$ cat src/uvst_pkg.sv
package uvst_pkg;

    localparam int CAPACITY = 16;
    localparam int VAL_W    = 32;
    localparam int SUM_W    = 36;
    localparam int CMD_W    = 2;
    localparam int POS_W    = 4;
    localparam int CNT_OW   = 5;
    localparam int IDX_W    = (CAPACITY > 1) ? $clog2(CAPACITY) : 1;
    localparam int CNT_W    = $clog2(CAPACITY + 1);

    localparam logic [CMD_W-1:0] CMD_ADD    = 2'd0;
    localparam logic [CMD_W-1:0] CMD_REMOVE = 2'd1;
    localparam logic [CMD_W-1:0] CMD_CHECK  = 2'd2;

    typedef enum logic {
        ST_IDLE,
        ST_UPDATE
    } t_state;

    // per-cell control from the sequencer
    typedef struct packed {
        logic cmp_en;
        logic valid;
        logic load;
        logic shift;
    } t_cell_ctl;

endpackage

$ cat src/uvst_cell.sv
module uvst_cell (
    input  logic                          i_clk,
    input  uvst_pkg::t_cell_ctl           i_ctl,
    input  logic [uvst_pkg::VAL_W-1:0]    i_value,
    input  logic [uvst_pkg::VAL_W-1:0]    i_next,
    output logic [uvst_pkg::VAL_W-1:0]    o_entry,
    output logic                          o_match
);

    logic [uvst_pkg::VAL_W-1:0] r_entry;
    logic [uvst_pkg::VAL_W-1:0] n_entry;
    logic                       r_match;
    logic                       n_match;

    always_comb begin
        n_match = r_match;
        if (i_ctl.cmp_en) begin
            n_match = i_ctl.valid && (r_entry == i_value);
        end
    end

    // shift pulls the upper neighbor down, load takes the new value
    always_comb begin
        priority if (i_ctl.shift) begin
            n_entry = i_next;
        end else if (i_ctl.load) begin
            n_entry = i_value;
        end else begin
            n_entry = r_entry;
        end
    end

    always_ff @(posedge i_clk) begin
        r_entry <= n_entry;
        r_match <= n_match;
    end

    assign o_entry = r_entry;
    assign o_match = r_match;

endmodule

$ cat src/unique_value_set_table.sv
// ordered set of distinct signed 32-bit values, one command per transaction
//
// input channel: i_in_valid / o_in_stall with i_command and i_value
//   add appends an absent value, remove deletes it and closes the gap,
//   check (and the unused command code) only looks the value up
// output channel: o_out_valid / i_out_stall with o_found, o_position,
//   o_rejected_full, o_entry_count and o_total
//
// a row of cells holds the entries; every cell compares its entry with the
// incoming value in the accept cycle and registers the match bit
// the update state encodes the first match, shifts the cells above it down
// on a remove, or loads the next free cell on an add, and writes the result
// no new transaction is taken until the update of the current one has
// written its result and the sequencer is back in idle
// the result sits in its own register, so a new transaction is taken while
// an earlier result is still stalled; the update waits only if the output
// register is full and stalled
// synchronous reset empties the table (count and total to zero); entry
// contents are not cleared since only entries below the count are read
module unique_value_set_table (
    input  logic                                i_clk,
    input  logic                                i_rst_n,
    input  logic                                i_in_valid,
    output logic                                o_in_stall,
    input  logic [uvst_pkg::CMD_W-1:0]          i_command,
    input  logic signed [uvst_pkg::VAL_W-1:0]   i_value,
    output logic                                o_out_valid,
    input  logic                                i_out_stall,
    output logic                                o_found,
    output logic [uvst_pkg::POS_W-1:0]          o_position,
    output logic                                o_rejected_full,
    output logic [uvst_pkg::CNT_OW-1:0]         o_entry_count,
    output logic signed [uvst_pkg::SUM_W-1:0]   o_total
);

    localparam int N = uvst_pkg::CAPACITY;

    uvst_pkg::t_state r_state, n_state;

    logic [uvst_pkg::CMD_W-1:0] r_cmd;
    logic [uvst_pkg::VAL_W-1:0] r_val;
    logic [uvst_pkg::CNT_W-1:0] r_count, n_count;
    logic [uvst_pkg::SUM_W-1:0] r_sum, n_sum;

    logic                        r_out_valid, n_out_valid;
    logic                        r_found;
    logic [uvst_pkg::POS_W-1:0]  r_position;
    logic                        r_rejected;
    logic [uvst_pkg::CNT_OW-1:0] r_count_out;
    logic [uvst_pkg::SUM_W-1:0]  r_total;

    logic                        in_accept;
    logic                        out_free;
    logic                        commit;
    logic                        hit;
    logic [uvst_pkg::IDX_W-1:0]  where;
    logic                        do_add;
    logic                        do_remove;
    logic                        full;
    logic [uvst_pkg::SUM_W-1:0]  val_ext;
    logic [uvst_pkg::VAL_W-1:0]  cell_value;

    logic [uvst_pkg::VAL_W-1:0]  w_entry [N];
    logic [N-1:0]                w_match;
    uvst_pkg::t_cell_ctl         w_ctl [N];

    // handshake
    assign o_in_stall = (r_state != uvst_pkg::ST_IDLE);
    assign in_accept  = i_in_valid && !o_in_stall;
    assign out_free   = !r_out_valid || !i_out_stall;
    assign commit     = (r_state == uvst_pkg::ST_UPDATE) && out_free;

    // compare against the port value at accept, write the held value later
    assign cell_value = (r_state == uvst_pkg::ST_IDLE) ? i_value : r_val;

    // lowest matching cell; values are distinct so at most one is set
    always_comb begin
        where = '0;
        for (int i = N - 1; i >= 0; i--) begin
            if (w_match[i]) begin
                where = uvst_pkg::IDX_W'(i);
            end
        end
    end

    assign hit       = |w_match;
    assign full      = (r_count >= uvst_pkg::CNT_W'(N));
    assign do_add    = commit && (r_cmd == uvst_pkg::CMD_ADD) && !hit && !full;
    assign do_remove = commit && (r_cmd == uvst_pkg::CMD_REMOVE) && hit;
    assign val_ext   = {{(uvst_pkg::SUM_W - uvst_pkg::VAL_W){r_val[uvst_pkg::VAL_W-1]}}, r_val};

    // cell row
    for (genvar g = 0; g < N; g++) begin : g_cell
        always_comb begin
            w_ctl[g].cmp_en = in_accept;
            w_ctl[g].valid  = (uvst_pkg::CNT_W'(g) < r_count);
            w_ctl[g].load   = do_add && (uvst_pkg::CNT_W'(g) == r_count);
            w_ctl[g].shift  = do_remove && (uvst_pkg::IDX_W'(g) >= where);
        end

        if (g == N - 1) begin : g_last
            uvst_cell u_cell (
                .i_clk   (i_clk),
                .i_ctl   (w_ctl[g]),
                .i_value (cell_value),
                .i_next  (w_entry[g]),
                .o_entry (w_entry[g]),
                .o_match (w_match[g])
            );
        end else begin : g_mid
            uvst_cell u_cell (
                .i_clk   (i_clk),
                .i_ctl   (w_ctl[g]),
                .i_value (cell_value),
                .i_next  (w_entry[g+1]),
                .o_entry (w_entry[g]),
                .o_match (w_match[g])
            );
        end
    end

    // sequencer: next state, count and sum
    always_comb begin
        n_state     = r_state;
        n_count     = r_count;
        n_sum       = r_sum;
        n_out_valid = r_out_valid;
        if (!i_out_stall) begin
            n_out_valid = 1'b0;
        end
        unique case (r_state)
            uvst_pkg::ST_IDLE: begin
                if (in_accept) begin
                    n_state = uvst_pkg::ST_UPDATE;
                end
            end
            uvst_pkg::ST_UPDATE: begin
                if (commit) begin
                    n_state     = uvst_pkg::ST_IDLE;
                    n_out_valid = 1'b1;
                    if (do_add) begin
                        n_count = r_count + 1'b1;
                        n_sum   = r_sum + val_ext;
                    end else if (do_remove) begin
                        n_count = r_count - 1'b1;
                        n_sum   = r_sum - val_ext;
                    end
                end
            end
            default: n_state = uvst_pkg::ST_IDLE;
        endcase
    end

    always_ff @(posedge i_clk) begin
        if (!i_rst_n) begin
            r_state     <= uvst_pkg::ST_IDLE;
            r_count     <= '0;
            r_sum       <= '0;
            r_out_valid <= 1'b0;
        end else begin
            r_state     <= n_state;
            r_count     <= n_count;
            r_sum       <= n_sum;
            r_out_valid <= n_out_valid;
        end
    end

    // held transaction and result payload
    always_ff @(posedge i_clk) begin
        if (in_accept) begin
            r_cmd <= i_command;
            r_val <= i_value;
        end
        if (commit) begin
            r_found     <= hit;
            r_position  <= hit ? uvst_pkg::POS_W'(where) : '0;
            r_rejected  <= (r_cmd == uvst_pkg::CMD_ADD) && !hit && full;
            r_count_out <= uvst_pkg::CNT_OW'(n_count);
            r_total     <= n_sum;
        end
    end

    assign o_out_valid     = r_out_valid;
    assign o_found         = r_found;
    assign o_position      = r_position;
    assign o_rejected_full = r_rejected;
    assign o_entry_count   = r_count_out;
    assign o_total         = r_total;

endmodule

$ cat config.mk
export PLATFORM = sky130hd
export DESIGN_NAME = unique_value_set_table
export DESIGN_NICKNAME = d
export VERILOG_FILES = /design/src/uvst_pkg.sv /design/src/uvst_cell.sv /design/src/unique_value_set_table.sv
export SDC_FILE = /design/constraint.sdc
export NUM_CORES = 2
export LEC_CHECK = 0
export BUFFER_PORTS_ARGS = -buffer_cell sky130_fd_sc_hd__buf_4
export CELL_PAD_IN_SITES_DETAIL_PLACEMENT = 0
export CELL_PAD_IN_SITES_GLOBAL_PLACEMENT = 1
export CORE_MARGIN = 2
export CORE_UTILIZATION = 28
export CTS_CLUSTER_SIZE = 30
export DETAILED_ROUTE_END_ITERATION = 10
export HOLD_SLACK_MARGIN = 0.15
export MAX_ROUTING_LAYER = met4
export PLACE_DENSITY_LB_ADDON = 0.08
export SLEW_MARGIN = 20
export SYNTH_ARGS = -nofsm -noshare
export SYNTH_HDL_FRONTEND = slang
export SYNTH_SLANG_ARGS = --single-unit
$ cat constraint.sdc
create_clock -name i_clk -period 8.3 [get_ports i_clk]
set_input_delay 0.415 -clock i_clk [delete_from_list [all_inputs] [get_ports i_clk]]
set_output_delay 0.415 -clock i_clk [all_outputs]
set_load 0.01 [all_outputs]
==> reports/results.tsv <==
metric	value	unit
required	8.67	ns
synth_edf_count	609	
crit_fanout	6	
dr.pass1.iters	6	
drcViolationCount	0	
grt-ovfl-total	0	
async_flop_share	0	
die_width	363	um
antenna_found_initial	0	
core-area	128000	um2
clock_power_share	0.393	
dp_hpwl	103	mm
cts_htree_levels	3	
setup_tns	0	ns
hold_violations	0	
syn2layout_area_growth	17.0	%
yosysMostFrequentCell	edfxtp_1	
numCtsBuffers	83	
p_switching	0.00286	W
num-nets-final	3667	
max-slew-margin-rel	0.288	
fill_cells	13000	
cts.sinks	652	
io_pins	87	
num_rows	131	
finalCritPeriodShare	0.554	
seqCellArea	19200	um2
fmax	218	MHz
port_buffers	86	
start_util	0.282	
rsz0062_at_grt	false	
cp.arrival	4.96	ns
grt_pass1_wl	210	mm
grt_use_total	0.226	
first_global_vias	28000	
synth_nets	3622	
clock_latency	0.68	ns
drv_cap	0	
multi_input_area	16000	um2
seqPwrFrac	0.420	
hold_class	in2reg	
fin_skew	0.0310	ns
worst_slew_pin_slew	1.06	ns
drtIter0Drc	2379	
power.density	224	nW/um2
synthDistinctLibCells	79	
dieArea	132000	um2
p_sw_frac	0.303	
ys_top_cells_by_area	edfxtp_1, xor2_1, a21oi_1	
num_vias	27800	
wirelength	147	mm
setup_slack	3.71	ns
dp.cells	5093	
grt_start_max_net_pins	70	
die_h	363	um
fin_crit	4.59	ns
combPwrFrac	0.187	
postRouteAntennaNets	0	
setup_viol	0	
synth-seq-cells	652	
finalNonFillerCells	5284	
start_kind	flip-flop	
place.gp.congestion	0.873	
clk_path_buf_depth	3	
viasPerCell	5.25	
synth_ff_type	edfxtp_1	
cts_tree	yes	
irDropWorstVdd	0.130	mV
status	finished clean	
synth_top_area_frac	0.507	
clk_pin_slew_worst_paths	0.06	ns
post_cts_buffers	0	
syn_area	36100	um2
avgSynthCellArea	10.3	um2
path_class	reg2reg	
p_int	0.00660	W
leakage	14.7	nW
synth_top_area_cell	edfxtp_1	
cts_root_buffer	clkbuf_16	
pre_cts_slack	3.76	ns
wire_per_inst	27.8	um
cp-end-kind	flip-flop	
yosysWarnings	0	
drive_gt1_frac	0.108	
drv_slew	0	
syn-instance-count	3507	
synthTopCellsByCount	edfxtp_1, a21oi_1, nor2_1, xor2_1, nand2_1	
synth_seq_area_share	0.531	
## routing by layer
layer | part of all wire | global-route usage | routed length, um | vias to the layer above
met1 | 0.47 | 0.314 | 69400 | 14100
met2 | 0.46 | 0.353 | 67400 | 778
li1 | - | - | - | 12700
met4 | 0.024 | 0.0546 | 3530 | 0
met5 | 0 | - | 0 | -
met3 | 0.045 | 0.0258 | 6590 | 181
## registers in the layout, summed over array words and instances, names as in the netlist
signal,cells
g_cell.g_last.u_cell.o_match,1
o_total,36
r_cmd,2
o_found,1
r_val,32
o_rejected_full,1
o_position,4
o_entry_count,5
r_sum,36
o_in_stall,1
o_out_valid,1
g_cell.g_last.u_cell.o_entry,32
g_cell.g_mid.u_cell.o_entry,480
r_count,5
g_cell.g_mid.u_cell.o_match,15
## kinds of logic (layout without fill, tap and decap cells)
group / after synthesis / after routing / synth area share
adder cells (fa/ha/maj): 77 / 77 / 0.0271
multiplexers: 39 / 39 / 0.0113
flip-flops: 652 / 652 / 0.531
XOR/XNOR: 520 / 520 / 0.126
other: 0 / 2 / 0
buffers and inverters: 378 / 491 / 0.0411
AND/OR/NAND/NOR: 988 / 988 / 0.125
AO/OA/AOI/OAI: 853 / 853 / 0.138
## area by class of cell
type / count / area share
Clock buffer: 103 / 0.0515
Sequential cell: 652 / 0.454
Inverter: 114 / 0.0101
Multi-Input combinational cell: 2477 / 0.379
Tap cell: 1662 / 0.0493
Clock inverter: 50 / 0.0134
Antenna cell: 2 / 0.000119
Timing Repair Buffer: 224 / 0.0426
## path summary, 6_finish.rpt
check,to,from,cells after the start,slack (ns)
setup / recovery,o_total[32]$_DFFE_PP_,r_val[0]$_DFFE_PP_,12,3.71
hold reg to reg,r_sum[8]$_SDFF_PN0_,r_sum[8]$_SDFF_PN0_,2,0.51
setup reg to reg,o_total[32]$_DFFE_PP_,r_val[0]$_DFFE_PP_,12,3.71
hold / removal,o_in_stall$_SDFF_PN0_,i_rst_n,3,0.25
## metrics by stage
| step | total power (W) | util | hold slack (ns) | area (um2) |
|---|---|---|---|---|
| finish | 0.00946 | 0.331 | 0.251 | 42200 |
| global route | 0.00982 | 0.331 | 0.263 | 42200 |
| CTS | 0.00956 | 0.331 | 0.238 | 42200 |
| detailed placement | 0.00579 | 0.306 | 0.500 | 39100 |
| global placement | 0.00579 | 0.306 | 0.494 | 39100 |
| floorplan | 0.00505 | - | 0.474 | 36100 |
## critical path, stage by stage, from the launching register on
cell       delay [ns]
edfxtp_1         0.69
ha_1             0.27
inv_1            0.06
fa_1             0.41
nor3_1           0.28
o31ai_1          0.16
a31oi_2          0.40
a221o_1          0.40
a21oi_2          0.17
o31ai_2          0.72
a2111oi_0        0.24
nor3_1           0.30
o21ai_0          0.19
## power groups by stage
stage          Combinational (W)  Clock [W]  Sequential [W]
6_report                 0.00176    0.00372         0.00398
5_1_grt                  0.00191    0.00392         0.00399
4_1_cts                  0.00177    0.00382         0.00397
3_5_place_dp             0.00175          0         0.00404
3_3_place_gp             0.00175          0         0.00405
2_1_floorplan            0.00107          0         0.00398
## cell usage in the layout, fill, tap and decap left out, types with 7 or more instances in the layout
| cell | n |
|---|---|
| clkinv_2 | 12 |
| clkinv_1 | 19 |
| buf_4 | 186 |
| nor3_1 | 34 |
| xor2_1 | 310 |
| o21ai_0 | 202 |
| clkbuf_16 | 84 |
| o211ai_1 | 11 |
| a221o_1 | 17 |
| edfxtp_1 | 609 |
| and3_1 | 7 |
| o21a_1 | 9 |
| a211oi_1 | 12 |
| xnor2_1 | 210 |
| dlygate4sd3_1 | 36 |
| nor4_1 | 80 |
| dfxtp_1 | 42 |
| inv_1 | 110 |
| a31oi_1 | 18 |
| a21oi_1 | 418 |
| nor2b_1 | 10 |
| bufinv_16 | 10 |
| nand2b_1 | 15 |
| ha_1 | 75 |
| and2_1 | 33 |
| a21o_1 | 11 |
| nand4_1 | 98 |
| o22ai_1 | 14 |
| o21bai_1 | 17 |
| o31ai_1 | 16 |
| o221ai_1 | 9 |
| clkbuf_1 | 19 |
| a221oi_1 | 13 |
| a22o_1 | 11 |
| nor2_1 | 402 |
| nand3_1 | 32 |
| mux2i_4 | 33 |
| nand2_1 | 242 |
## what timing repair did
action,in CTS,in global routing
hold buffers,36,0
hold endpoints to repair,36,0
resized for setup,0,0
No activity file was read; power rests on OpenSTA's default activity.
